[src/hw/rtl/agm_pkg.sv]
// ----------------------------------------------------------------------------
// Autorange gain measure package
// Types, register indexes, codes and constant tables shared by the core.
// ----------------------------------------------------------------------------
package agm_pkg;

	localparam int WINDOW_SAMPLES = 1000;
	localparam int WIN_W          = $clog2(WINDOW_SAMPLES);

	localparam int LEVEL_W = 16;
	localparam int RES_W   = 19;
	localparam int PROG_W  = 7;
	localparam int TICK_W  = 6;

	// Register indexes.
	localparam logic [2:0] REG_AUTO_RANGE     = 3'd0;
	localparam logic [2:0] REG_FIXED_GAIN     = 3'd1;
	localparam logic [2:0] REG_LOW_LEVEL      = 3'd2;
	localparam logic [2:0] REG_MID_LEVEL      = 3'd3;
	localparam logic [2:0] REG_HIGH_LEVEL     = 3'd4;
	localparam logic [2:0] REG_SETTLE_TICKS   = 3'd5;
	localparam logic [2:0] REG_POLARITY_LEVEL = 3'd6;

	// Register reset values.
	localparam logic                AUTO_RANGE_RST     = 1'b1;
	localparam logic [1:0]          FIXED_GAIN_RST     = 2'd2;
	localparam logic [LEVEL_W-1:0]  LOW_LEVEL_RST      = 16'd528;
	localparam logic [LEVEL_W-1:0]  MID_LEVEL_RST      = 16'd5280;
	localparam logic [LEVEL_W-1:0]  HIGH_LEVEL_RST     = 16'd44800;
	localparam logic [TICK_W-1:0]   SETTLE_TICKS_RST   = 6'd10;
	localparam logic [LEVEL_W-1:0]  POLARITY_LEVEL_RST = 16'd600;

	// Gain codes as reported.
	localparam logic [1:0] GAIN_X1   = 2'd0;
	localparam logic [1:0] GAIN_X10  = 2'd1;
	localparam logic [1:0] GAIN_X100 = 2'd2;

	// Fixed gain register codes.
	localparam logic [1:0] FG_X100 = 2'd0;
	localparam logic [1:0] FG_X10  = 2'd1;
	localparam logic [1:0] FG_X1   = 2'd2;
	localparam logic [1:0] FG_KEEP = 2'd3;

	// Reported phase codes.
	localparam logic [2:0] PH_IDLE_CODE     = 3'd0;
	localparam logic [2:0] PH_FIXED_CODE    = 3'd1;
	localparam logic [2:0] PH_CHECK_CODE    = 3'd2;
	localparam logic [2:0] PH_AVERAGE_CODE  = 3'd3;
	localparam logic [2:0] PH_COMPLETE_CODE = 3'd4;

	localparam logic [PROG_W-1:0] PROG_START = 7'd1;
	localparam logic [PROG_W-1:0] PROG_FIXED = 7'd50;
	localparam logic [PROG_W-1:0] PROG_RANGE = 7'd80;
	localparam logic [PROG_W-1:0] PROG_FULL  = 7'd100;
	localparam logic [5:0]        SETTLE_PCT = 6'd50;

	typedef enum logic [4:0] {
		PH_IDLE     = 5'b00001,
		PH_FIXED    = 5'b00010,
		PH_CHECK    = 5'b00100,
		PH_AVERAGE  = 5'b01000,
		PH_COMPLETE = 5'b10000
	} phase_t;

	typedef struct packed {
		logic               auto_range;
		logic [1:0]         fixed_gain;
		logic [LEVEL_W-1:0] low_level;
		logic [LEVEL_W-1:0] mid_level;
		logic [LEVEL_W-1:0] high_level;
		logic [TICK_W-1:0]  settle_ticks;
		logic [LEVEL_W-1:0] polarity_level;
	} cfg_t;

	// Division by the gain as multiplication by a rounded-up reciprocal.
	localparam int          DIV10_SHIFT  = 22;
	localparam int          DIV100_SHIFT = 26;
	localparam logic [19:0] RECIP_DIV10  = 20'((2**DIV10_SHIFT + 9) / 10);
	localparam logic [19:0] RECIP_DIV100 = 20'((2**DIV100_SHIFT + 99) / 100);

	// Rounded-up reciprocals of the settle tick count; a count of zero acts as one.
	localparam int SETTLE_SHIFT = 18;
	localparam int RECIP_ONE    = 2**SETTLE_SHIFT;
	localparam int SRC_W        = SETTLE_SHIFT + 1;

	localparam logic [SRC_W-1:0] SETTLE_RECIP [0:63] = '{
		19'(RECIP_ONE),              19'(RECIP_ONE),
		19'((RECIP_ONE + 1) / 2),    19'((RECIP_ONE + 2) / 3),
		19'((RECIP_ONE + 3) / 4),    19'((RECIP_ONE + 4) / 5),
		19'((RECIP_ONE + 5) / 6),    19'((RECIP_ONE + 6) / 7),
		19'((RECIP_ONE + 7) / 8),    19'((RECIP_ONE + 8) / 9),
		19'((RECIP_ONE + 9) / 10),   19'((RECIP_ONE + 10) / 11),
		19'((RECIP_ONE + 11) / 12),  19'((RECIP_ONE + 12) / 13),
		19'((RECIP_ONE + 13) / 14),  19'((RECIP_ONE + 14) / 15),
		19'((RECIP_ONE + 15) / 16),  19'((RECIP_ONE + 16) / 17),
		19'((RECIP_ONE + 17) / 18),  19'((RECIP_ONE + 18) / 19),
		19'((RECIP_ONE + 19) / 20),  19'((RECIP_ONE + 20) / 21),
		19'((RECIP_ONE + 21) / 22),  19'((RECIP_ONE + 22) / 23),
		19'((RECIP_ONE + 23) / 24),  19'((RECIP_ONE + 24) / 25),
		19'((RECIP_ONE + 25) / 26),  19'((RECIP_ONE + 26) / 27),
		19'((RECIP_ONE + 27) / 28),  19'((RECIP_ONE + 28) / 29),
		19'((RECIP_ONE + 29) / 30),  19'((RECIP_ONE + 30) / 31),
		19'((RECIP_ONE + 31) / 32),  19'((RECIP_ONE + 32) / 33),
		19'((RECIP_ONE + 33) / 34),  19'((RECIP_ONE + 34) / 35),
		19'((RECIP_ONE + 35) / 36),  19'((RECIP_ONE + 36) / 37),
		19'((RECIP_ONE + 37) / 38),  19'((RECIP_ONE + 38) / 39),
		19'((RECIP_ONE + 39) / 40),  19'((RECIP_ONE + 40) / 41),
		19'((RECIP_ONE + 41) / 42),  19'((RECIP_ONE + 42) / 43),
		19'((RECIP_ONE + 43) / 44),  19'((RECIP_ONE + 44) / 45),
		19'((RECIP_ONE + 45) / 46),  19'((RECIP_ONE + 46) / 47),
		19'((RECIP_ONE + 47) / 48),  19'((RECIP_ONE + 48) / 49),
		19'((RECIP_ONE + 49) / 50),  19'((RECIP_ONE + 50) / 51),
		19'((RECIP_ONE + 51) / 52),  19'((RECIP_ONE + 52) / 53),
		19'((RECIP_ONE + 53) / 54),  19'((RECIP_ONE + 54) / 55),
		19'((RECIP_ONE + 55) / 56),  19'((RECIP_ONE + 56) / 57),
		19'((RECIP_ONE + 57) / 58),  19'((RECIP_ONE + 58) / 59),
		19'((RECIP_ONE + 59) / 60),  19'((RECIP_ONE + 60) / 61),
		19'((RECIP_ONE + 61) / 62),  19'((RECIP_ONE + 62) / 63)
	};

	function automatic logic [2:0] phase_code(input phase_t ph);
		logic [2:0] code;
		unique case (ph)
			PH_IDLE:     code = PH_IDLE_CODE;
			PH_FIXED:    code = PH_FIXED_CODE;
			PH_CHECK:    code = PH_CHECK_CODE;
			PH_AVERAGE:  code = PH_AVERAGE_CODE;
			PH_COMPLETE: code = PH_COMPLETE_CODE;
			default:     code = PH_IDLE_CODE;
		endcase
		return code;
	endfunction

endpackage

[src/hw/rtl/agm_seq.sv]
// ----------------------------------------------------------------------------
// Autorange gain measure sequencer
// Phase machine with settle counting, gain ranging and the scaled result.
// ----------------------------------------------------------------------------
module agm_seq
	import agm_pkg::*;
(
	input  logic                     clk,
	input  logic                     arst_n,
	input  logic                     step,
	input  logic                     tick,
	input  logic                     start_request,
	input  logic [LEVEL_W-1:0]       sig_level,
	input  cfg_t                     cfg,
	input  logic [SRC_W-1:0]         settle_recip,
	input  logic                     polarity_neg,
	output logic [1:0]               gain_sel,
	output logic [2:0]               phase,
	output logic [PROG_W-1:0]        progress,
	output logic                     result_valid,
	output logic signed [RES_W-1:0]  result_value
);

	phase_t                   phase_q, phase_d;
	logic [TICK_W-1:0]        settle_q, settle_d;
	logic                     done_wait_q, done_wait_d;
	logic [1:0]               gain_q, gain_d;
	logic [PROG_W-1:0]        prog_q, prog_d;
	logic signed [RES_W-1:0]  result_q, result_d;
	logic                     res_valid_q, res_valid_d;

	logic [TICK_W-1:0]        st_eff;
	logic [TICK_W:0]          cnt;
	logic [11:0]              pct_num;
	logic [30:0]              pct_prod;
	logic [12:0]              pct;
	logic [PROG_W-1:0]        pct_sat;

	logic [17:0]              scaled;
	logic [19:0]              gain_recip;
	logic [37:0]              div_prod;
	logic [17:0]              mag;
	logic signed [RES_W-1:0]  mag_s;

	assign st_eff   = (cfg.settle_ticks == '0) ? TICK_W'(1) : cfg.settle_ticks;
	assign cnt      = {1'b0, settle_q} + (TICK_W + 1)'(1);
	assign pct_num  = 12'(cnt) * 12'(SETTLE_PCT);
	assign pct_prod = pct_num * settle_recip;
	assign pct      = pct_prod[30:SETTLE_SHIFT];
	assign pct_sat  = (pct > 13'(PROG_FULL)) ? PROG_FULL : pct[PROG_W-1:0];

	assign scaled     = {sig_level, 2'b00};
	assign gain_recip = (gain_q == GAIN_X10) ? RECIP_DIV10 : RECIP_DIV100;
	assign div_prod   = scaled * gain_recip;

	always_comb begin
		priority if (gain_q == GAIN_X1) begin
			mag = scaled;
		end else if (gain_q == GAIN_X10) begin
			mag = 18'(div_prod[37:DIV10_SHIFT]);
		end else begin
			mag = 18'(div_prod[37:DIV100_SHIFT]);
		end
	end

	assign mag_s = RES_W'(mag);

	always_comb begin
		phase_d     = phase_q;
		settle_d    = settle_q;
		done_wait_d = done_wait_q;
		gain_d      = gain_q;
		prog_d      = prog_q;
		result_d    = result_q;
		res_valid_d = 1'b0;
		if (tick) begin
			unique case (phase_q)
				PH_IDLE: begin
					if (start_request) begin
						prog_d  = PROG_START;
						phase_d = cfg.auto_range ? PH_CHECK : PH_FIXED;
					end
				end
				PH_FIXED: begin
					prog_d  = PROG_FIXED;
					phase_d = PH_AVERAGE;
					unique case (cfg.fixed_gain)
						FG_X100: gain_d = GAIN_X100;
						FG_X10:  gain_d = GAIN_X10;
						FG_X1:   gain_d = GAIN_X1;
						FG_KEEP: gain_d = gain_q;
					endcase
				end
				PH_CHECK: begin
					prog_d = pct_sat;
					if (settle_q >= st_eff) begin
						settle_d = '0;
						priority if (sig_level < cfg.low_level) begin
							gain_d = GAIN_X100;
						end else if (sig_level < cfg.mid_level) begin
							if (gain_q == GAIN_X1) begin
								gain_d = GAIN_X10;
							end else if (gain_q == GAIN_X10) begin
								gain_d = GAIN_X100;
							end
						end else if (sig_level > cfg.high_level) begin
							gain_d = GAIN_X1;
						end else begin
							prog_d  = PROG_RANGE;
							phase_d = PH_AVERAGE;
						end
					end else begin
						settle_d = cnt[TICK_W-1:0];
					end
				end
				PH_AVERAGE: begin
					result_d    = polarity_neg ? -mag_s : mag_s;
					prog_d      = PROG_FULL;
					phase_d     = PH_COMPLETE;
					res_valid_d = 1'b1;
				end
				PH_COMPLETE: begin
					if (done_wait_q) begin
						done_wait_d = 1'b0;
						phase_d     = PH_IDLE;
					end else begin
						done_wait_d = 1'b1;
					end
				end
				default: phase_d = PH_IDLE;
			endcase
		end
	end

	always_ff @(posedge clk or negedge arst_n) begin
		if (!arst_n) begin
			phase_q     <= PH_IDLE;
			settle_q    <= '0;
			done_wait_q <= 1'b0;
			gain_q      <= GAIN_X1;
			prog_q      <= '0;
			result_q    <= '0;
			res_valid_q <= 1'b0;
		end else if (step) begin
			phase_q     <= phase_d;
			settle_q    <= settle_d;
			done_wait_q <= done_wait_d;
			gain_q      <= gain_d;
			prog_q      <= prog_d;
			result_q    <= result_d;
			res_valid_q <= res_valid_d;
		end
	end

	assign gain_sel     = gain_q;
	assign phase        = phase_code(phase_q);
	assign progress     = prog_q;
	assign result_valid = res_valid_q;
	assign result_value = result_q;

endmodule

[src/hw/rtl/agm_peak.sv]
// ----------------------------------------------------------------------------
// Autorange gain measure peak tracker
// Finds the largest signal sample of each window (the earliest on a tie) and latches the polarity.
// ----------------------------------------------------------------------------
module agm_peak
	import agm_pkg::*;
(
	input  logic               clk,
	input  logic               arst_n,
	input  logic               sample,
	input  logic [15:0]        sig_raw,
	input  logic [15:0]        cal_raw,
	input  logic [LEVEL_W-1:0] polarity_level,
	output logic               negative
);

	logic [WIN_W-1:0] win_cnt_q;
	logic [15:0]      peak_q;
	logic [15:0]      cal_pk_q;
	logic             neg_q;

	logic             take;
	logic [15:0]      peak_d;
	logic [15:0]      cal_pk_d;
	logic [WIN_W:0]   win_next;
	logic             win_end;

	assign take     = (win_cnt_q == '0) || (sig_raw > peak_q);
	assign peak_d   = take ? sig_raw : peak_q;
	assign cal_pk_d = take ? cal_raw : cal_pk_q;
	assign win_next = {1'b0, win_cnt_q} + (WIN_W + 1)'(1);
	assign win_end  = win_next >= (WIN_W + 1)'(WINDOW_SAMPLES);

	always_ff @(posedge clk or negedge arst_n) begin
		if (!arst_n) begin
			win_cnt_q <= '0;
			peak_q    <= '0;
			cal_pk_q  <= '0;
			neg_q     <= 1'b0;
		end else if (sample) begin
			if (win_end) begin
				neg_q     <= cal_pk_d < polarity_level;
				win_cnt_q <= '0;
				peak_q    <= '0;
				cal_pk_q  <= '0;
			end else begin
				win_cnt_q <= win_next[WIN_W-1:0];
				peak_q    <= peak_d;
				cal_pk_q  <= cal_pk_d;
			end
		end
	end

	assign negative = neg_q;

endmodule

[src/hw/rtl/autorange_gain_measure_core.sv]
// ----------------------------------------------------------------------------
// Autorange gain measure core
// Measurement sequencer with automatic gain ranging and a polarity tracker.
// ----------------------------------------------------------------------------
// The core takes one item per clock cycle while the output is not stalled and
// gives one result per item, in order. An accepted item waits in the input
// register until the output can take it; then its result is written into the
// result registers and out_valid rises. The input register frees itself in the
// same cycle that the result registers are taken, so a full stream runs at one
// item per cycle while out_ready stays high; a stalled output holds at most one
// item in each stage. Tick items (mode 0) drive the sequencer, sample items
// (mode 1) the peak tracker. Register writes take effect on the next edge and
// should only be made with no item in flight. There is no start-up clearing pass.
module autorange_gain_measure_core
	import agm_pkg::*;
(
	input  logic                     clk,
	input  logic                     arst_n,
	input  logic                     in_valid,
	output logic                     in_ready,
	input  logic                     mode,
	input  logic                     start_request,
	input  logic [LEVEL_W-1:0]       sig_level,
	input  logic [15:0]              sig_raw,
	input  logic [15:0]              cal_raw,
	output logic                     out_valid,
	input  logic                     out_ready,
	output logic [1:0]               gain_sel,
	output logic [2:0]               phase,
	output logic [PROG_W-1:0]        progress,
	output logic                     result_valid,
	output logic signed [RES_W-1:0]  result_value,
	output logic                     negative,
	input  logic                     cfg_valid,
	output logic                     cfg_ready,
	input  logic [2:0]               cfg_index,
	input  logic [15:0]              cfg_data
);

	cfg_t             cfg_q;
	logic [SRC_W-1:0] settle_recip_q;

	logic               valid_s1;
	logic               mode_s1;
	logic               start_s1;
	logic [LEVEL_W-1:0] level_s1;
	logic [15:0]        sig_s1;
	logic [15:0]        cal_s1;

	logic out_valid_q;
	logic step;

	assign cfg_ready = 1'b1;
	assign step      = valid_s1 && (!out_valid_q || out_ready);
	assign in_ready  = !valid_s1 || step;
	assign out_valid = out_valid_q;

	always_ff @(posedge clk or negedge arst_n) begin
		if (!arst_n) begin
			cfg_q.auto_range     <= AUTO_RANGE_RST;
			cfg_q.fixed_gain     <= FIXED_GAIN_RST;
			cfg_q.low_level      <= LOW_LEVEL_RST;
			cfg_q.mid_level      <= MID_LEVEL_RST;
			cfg_q.high_level     <= HIGH_LEVEL_RST;
			cfg_q.settle_ticks   <= SETTLE_TICKS_RST;
			cfg_q.polarity_level <= POLARITY_LEVEL_RST;
			settle_recip_q       <= SETTLE_RECIP[SETTLE_TICKS_RST];
		end else if (cfg_valid) begin
			unique case (cfg_index)
				REG_AUTO_RANGE:     cfg_q.auto_range     <= cfg_data[0];
				REG_FIXED_GAIN:     cfg_q.fixed_gain     <= cfg_data[1:0];
				REG_LOW_LEVEL:      cfg_q.low_level      <= cfg_data;
				REG_MID_LEVEL:      cfg_q.mid_level      <= cfg_data;
				REG_HIGH_LEVEL:     cfg_q.high_level     <= cfg_data;
				REG_SETTLE_TICKS: begin
					cfg_q.settle_ticks <= cfg_data[TICK_W-1:0];
					settle_recip_q     <= SETTLE_RECIP[cfg_data[TICK_W-1:0]];
				end
				REG_POLARITY_LEVEL: cfg_q.polarity_level <= cfg_data;
				default: ;
			endcase
		end
	end

	always_ff @(posedge clk or negedge arst_n) begin
		if (!arst_n) begin
			valid_s1    <= 1'b0;
			out_valid_q <= 1'b0;
		end else begin
			if (in_ready) begin
				valid_s1 <= in_valid;
			end
			if (step) begin
				out_valid_q <= 1'b1;
			end else if (out_ready) begin
				out_valid_q <= 1'b0;
			end
		end
	end

	always_ff @(posedge clk) begin
		if (in_valid && in_ready) begin
			mode_s1  <= mode;
			start_s1 <= start_request;
			level_s1 <= sig_level;
			sig_s1   <= sig_raw;
			cal_s1   <= cal_raw;
		end
	end

	agm_seq u_seq (
		.clk           (clk),
		.arst_n        (arst_n),
		.step          (step),
		.tick          (!mode_s1),
		.start_request (start_s1),
		.sig_level     (level_s1),
		.cfg           (cfg_q),
		.settle_recip  (settle_recip_q),
		.polarity_neg  (negative),
		.gain_sel      (gain_sel),
		.phase         (phase),
		.progress      (progress),
		.result_valid  (result_valid),
		.result_value  (result_value)
	);

	agm_peak u_peak (
		.clk            (clk),
		.arst_n         (arst_n),
		.sample         (step && mode_s1),
		.sig_raw        (sig_s1),
		.cal_raw        (cal_s1),
		.polarity_level (cfg_q.polarity_level),
		.negative       (negative)
	);

endmodule

[config.mk]
export PLATFORM = sky130hd
export DESIGN_NAME = autorange_gain_measure_core
export DESIGN_NICKNAME = d
export VERILOG_FILES = /design/src/hw/rtl/agm_pkg.sv /design/src/hw/rtl/agm_seq.sv /design/src/hw/rtl/agm_peak.sv /design/src/hw/rtl/autorange_gain_measure_core.sv
export SDC_FILE = /design/constraint.sdc
export NUM_CORES = 1
export LEC_CHECK = 0
export BUFFER_PORTS_ARGS = -buffer_cell sky130_fd_sc_hd__buf_2
export CAP_MARGIN = 25
export CORE_ASPECT_RATIO = 0.8
export CORE_MARGIN = 1.5
export CORE_UTILIZATION = 55
export CTS_BUF_LIST = sky130_fd_sc_hd__clkbuf_8
export DETAILED_ROUTE_END_ITERATION = 8
export PLACE_DENSITY_LB_ADDON = 0.2
export SYNTH_ARGS = -nofsm -noshare
export SYNTH_HDL_FRONTEND = slang
export SYNTH_SLANG_ARGS = --single-unit
[constraint.sdc]
create_clock -name clk -period 18.5 [get_ports clk]
set_input_delay 3.7 -clock clk [delete_from_list [all_inputs] [get_ports clk]]
set_output_delay 3.7 -clock clk [all_outputs]
set_load 0.01 [all_outputs]
# Word level (Yosys, flattened, before mapping)
# Memories as Yosys holds them, arrays and structs flattened. A register that Yosys moved wholly into a read port is not among the register bits.
# Index checks and enable logic that the tools add are counted.
# op_classes
n_addsub	3
multipliers	3
n_div	0
magnitude_cmp	8
n_eq_ne	24
shift	0
mux	40
n_bitwise	2
n_reduce_logical	33
# ops
operator	count
two-way mux 16 bit	5
< comparator 16 bit	3
two-way mux 7 bit	6
multiplier 16 x 20 -> 36 bit	1
> comparator 16 bit	2
multiplier 11 x 19 -> 30 bit	1
two-way mux 5 bit	6
one-hot mux 7 bit (4 select lines)	1
one-hot mux 5 bit (5 select lines)	1
two-way mux 20 bit	1
two-way mux 19 bit	1
negation 18 -> 19 bit	1
two-way mux 18 bit	1
AND reduction 2 bit	9
> comparator 13 x 7 -> 1 bit (second input constant)	1
two-way mux 2 bit	6
two-way mux 6 bit	2
one-hot mux 3 bit (4 select lines)	1
adder 10 x 1 -> 11 bit (second input constant)	1
greater-or-equal comparator 11 x 10 -> 1 bit (second input constant)	1
multiplier 7 x 5 -> 11 bit (second input constant)	1
logical NOT 10 bit	1
two-way mux 10 bit	1
!= test 2 bit (second input constant)	5
other kinds (33)	54
# word_totals
regBits	209
latchBits	0
ram_bits	0
rom_bits	1216
input_bits	74
output_inout_bits	36
wordCells	139
memories	1
# memory_table
name	depth	width	rd	rd_clocked_by_memory_dff	wr	line	text
(no name shown)	64	19	1	1	0	autorange_gain_measure_core.sv:77	settle_recip_q <= SETTLE_RECIP[cfg_data[TICK_W-1:0]];

# Logic depth before layout (Yosys ltp)
# depth
depth_word	10
ltp_mapped	40
mapped_depth_nobuf	36

# Cells and area by module
# Synthesis repeated with hierarchy kept, for this count alone.
# hier_totals
cells_unflattened	2932
area_unflattened_um2	28183.3
# modules_own_cells
mod	n_inst	cells_each	area_per_inst_um2	seq_area_each_um2
agm_seq	1	2127	18848.1	1027.2
autorange_gain_measure_core	1	521	6476.2	3890.0
agm_peak	1	284	2859.0	1076.0

# Least setup slack after synthesis
# Ideal clock, no wire load.
# synth_timing
path_type	register to register
from	reg u_seq.settle_q[0]
to	reg u_seq.prog_q[2] (netlist: u_seq.progress[2])
t_arrival_ns	9.479
required_ns	18.374
setup_slack_ns	8.895
path_stages_with_launch	41
path_buffers	5
cell_sequence	dfrtp_1 > buf_2 > inv_1 > buf_1 > ha_1 > buf_2 > inv_1 > clkbuf_1 > ha_1 > ha_1 > ha_1 > fa_1 > a21oi_1 > nor2_1 > nor2_1 > o21bai_1 > a21oi_1 > xnor2_1 > [... 5 more ...] > inv_1 > fa_1 > fa_1 > inv_1 > fa_1 > inv_1 > ha_1 > a21oi_1 > o21ai_0 > a211oi_1 > nor2_1 > nor3_1 > nor3_1 > nor3_1 > xnor2_1 > nor4_1 > nand3_1 > a221o_1
# synth_via
elab_chain_len	10
elab_cells_between_ends	11
# synth_rtl
element	line	text
from (decl)	agm_seq.sv:25	logic [TICK_W-1:0] settle_q, settle_d;
from (signal assigned)	agm_seq.sv:146	settle_q <= settle_d;
adder 6 x 1 -> 7 bit	agm_seq.sv:46	assign cnt = {1'b0, settle_q} + (TICK_W + 1)'(1);
multiplier 7 x 5 -> 11 bit	agm_seq.sv:47	assign pct_num = 12'(cnt) * 12'(SETTLE_PCT);
multiplier 11 x 19 -> 30 bit	agm_seq.sv:48	assign pct_prod = pct_num * settle_recip;
> comparator 13 x 7 -> 1 bit	agm_seq.sv:50	assign pct_sat = (pct > 13'(PROG_FULL)) ? PROG_FULL : pct[PROG_W-1:0];
two-way mux 7 bit	agm_seq.sv:50	
two-way mux 7 bit	agm_seq.sv:106	end else if (sig_level > cfg.high_level) begin
two-way mux 7 bit	agm_seq.sv:100	end else if (sig_level < cfg.mid_level) begin
two-way mux 7 bit	agm_seq.sv:98	priority if (sig_level < cfg.low_level) begin
two-way mux 7 bit (*)	agm_seq.sv:96	if (settle_q >= st_eff) begin
one-hot mux 7 bit (4 select lines) (*)	agm_seq.sv:77	unique case (phase_q)
to (signal assigned)	agm_seq.sv:149	prog_q <= prog_d;
to (decl)	agm_seq.sv:28	logic [PROG_W-1:0] prog_q, prog_d;
# Every way passes the cells marked *; elsewhere a longest branch is shown, timed or not.
# A chain may end at the register's enable or synchronous reset.

# Worst setup path in the final report
# Ends and elaborated chain as after synthesis.

==> results.json <==
{
  "status": "complete, no violations",
  "clk_pin_slew_ps": 60,
  "cp.arrival_ps": 10860,
  "cts_tree": "yes",
  "ys_warn_count": 0,
  "dr.pass1.iters": 8,
  "period_share_pct": 56.1,
  "portBuffers": 108,
  "ctsResizeCount": 0,
  "synth_cell_types": 94,
  "yosys.area.top_type_share_pct": 24.0,
  "initial_utilization_pct": 55.9,
  "rows": 73,
  "syn_to_final_growth_pct": 7.87,
  "fp.coreArea_mm2": 0.0498,
  "worstPathMaxFanout": 19,
  "finalSetupViolations": 0,
  "min_path_type": "reg2reg",
  "max_cap_violations": 0,
  "wl_met1_um": 34400,
  "vias": 21837,
  "drt-initial-drc-count": 1973,
  "drive_gt1_share_pct": 9.85,
  "yosysSeqAreaShare_pct": 21.5,
  "wl_per_cell_um": 19.8,
  "clock_path_buffers": 3,
  "globalplace.congestion": 0.958,
  "cts_setup_buffers": 0,
  "rsz0062_at_grt": "false",
  "hpwl_um": 59200,
  "worstMarginPinSlew_ps": 1100,
  "multi_input_area_mm2": 0.0195,
  "routed_via_density": 5.77,
  "wl_met2_um": 31200,
  "synth_area_per_cell_um2": 9.27,
  "antenna_cells": 0,
  "wirelength_um": 74700,
  "post-route-min-period_ps": 10370,
  "htreeDepth": 2,
  "path_class": "reg2reg",
  "synth_top_area_cell": "fa_1",
  "ys.flop_type": "dfrtp_1",
  "grt_pass1_wl_um": 120000,
  "skew_ps": 51.3,
  "netlist_instances": 3001,
  "nFillCells": 4294,
  "max_stage_delay_ps": 820,
  "cts_hold_repair.buffers": 0,
  "grt_pass1_vias": 22055,
  "synth_area_mm2": 0.0278,
  "track_usage_pct": 29.7,
  "grt_max_degree": 106,
  "ant_nets": 0,
  "seq_area_mm2": 0.00599,
  "cp_slowest_cell": "nor4_1",
  "yosys.cell_count.top_type": "inv_1",
  "die_area_mm2": 0.0519,
  "synth_seq_cells": 228,
  "cts_root_buffer": "clkbuf_8",
  "die-width_um": 254,
  "top_layer": "met5",
  "max_freq_ghz": 0.0964,
  "end_kind": "flop",
  "cts_buffers": 40,
  "slew_headroom_pct": 26.0,
  "hold_violations": 0,
  "wl_met3_um": 7960,
  "ys_top_cells_by_area": "fa_1, ha_1, dfrtp_1, inv_1, edfxtp_1",
  "die_h_um": 204,
  "layout.nets": 3811,
  "finalSetupTns_ps": 0,
  "clock-sinks": 228,
  "start_kind": "flop",
  "cp.required_ps": 18990,
  "num_io_pins": 110,
  "async_reset_ff_share_pct": 78.1,
  "drc": 0,
  "yosys-top-cells-count": "inv_1, nand2_1, fa_1",
  "clock_latency_ps": 640,
  "synth-edff-count": 50,
  "grt_overflow_total": 0,
  "drv_slew": 0,
  "antenna_found_initial": 2
}
[metal layers]
metal	global-route usage (%)	vias up
li1	-	10074
met4	5.29	2
met1	44.8	10744
met5	0	-
met3	7.64	100
met2	43.4	917
[stage by stage]
step	setup WS, ps	std cells	cell area, um^2	hold WS, ps	util (%)
final	8130	3782	30000	480	60.3
after CTS	8200	3779	29900	470	60.1
after floorplan	8900	3015	27900	437	-
after global routing	7520	3782	30000	498	60.3
after detailed placement	8180	3705	29000	457	58.3
after global placement	8570	3704	29000	456	58.2
[critical path: cells and delay by family (launching register included)]
family	cells	cell delay (ps)
AO/OA/AOI/OAI	7	1360
XOR/XNOR	2	190
adder cells (fa/ha/maj)	11	5010
buffers and inverters	7	1010
flip-flops	1	540
AND/OR/NAND/NOR	9	2150
[cells in the final DEF (no fill, tap or decap), drive strengths merged, types with 13 or more instances in the layout]
cell and instances:
a211oi 20, a21o 41, a21oi 110, a22o 35
a31oi 19, and2 108, and3 25, buf 135
clkbuf 53, conb 16, dfrtp 148, dfstp 30
edfxtp 50, fa 333, ha 329, inv 536
mux2 43, nand2 350, nand2b 28, nand3 48
nand4 30, nor2 100, nor2b 24, nor3 34
o211ai 13, o21a 13, o21ai 192, o31ai 14
xnor2 34, xor2 21
[final cells by class]
type	count	share of cell area, %
sequential	228	20.0
clock buffer	53	2.43
tap	675	2.81
inverter	525	6.57
timing repair buffer	135	2.67
multi-input combinational	2145	64.9
clock inverter	21	0.663
[path summary, 6_finish.rpt]
check	start	endpoint	slack (ps)	cells past startpoint
max	u_seq.settle_q[0]	u_seq.progress[2]	8130	36
min	cfg_q[18]	cfg_q[18]	480	2
max reg2reg	u_seq.settle_q[0]	u_seq.progress[2]	8130	36
min reg2reg	cfg_q[18]	cfg_q[18]	480	2
max in group asynchronous	arst_n	settle_recip_q[8]	13810	3
min in group asynchronous	arst_n	u_seq.progress[5]	2940	1
[kinds of logic (layout without fill, tap and decap cells)]
family                   Yosys count  after routing  synth area share (%)
AO/OA/AOI/OAI                    550            550                  12.8
multiplexers                      57             57                  2.33
buffers and inverters            642            734                  8.72
flip-flops                       228            228                  21.5
adder cells (fa/ha/maj)          663            663                  38.8
other                              2             16                0.0270
AND/OR/NAND/NOR                  804            804                  14.0
XOR/XNOR                          55             55                  1.73
[registers in the layout, indices dropped and copies added (netlist names), 2 cells and up]
name / count
u_peak.cal_pk_q: 16
sig_s1: 16
u_seq.gain_sel: 2
u_seq.phase_q: 5
settle_recip_q: 19
u_seq.result_value: 19
u_seq.settle_q: 6
cal_s1: 16
level_s1: 16
u_peak.peak_q: 16
u_peak.win_cnt_q: 10
u_seq.progress: 7
cfg_q: 73
Power is left out: the tool's default activity adds up to more than one toggle a clock period on the data nets, which glitch-free logic cannot reach.
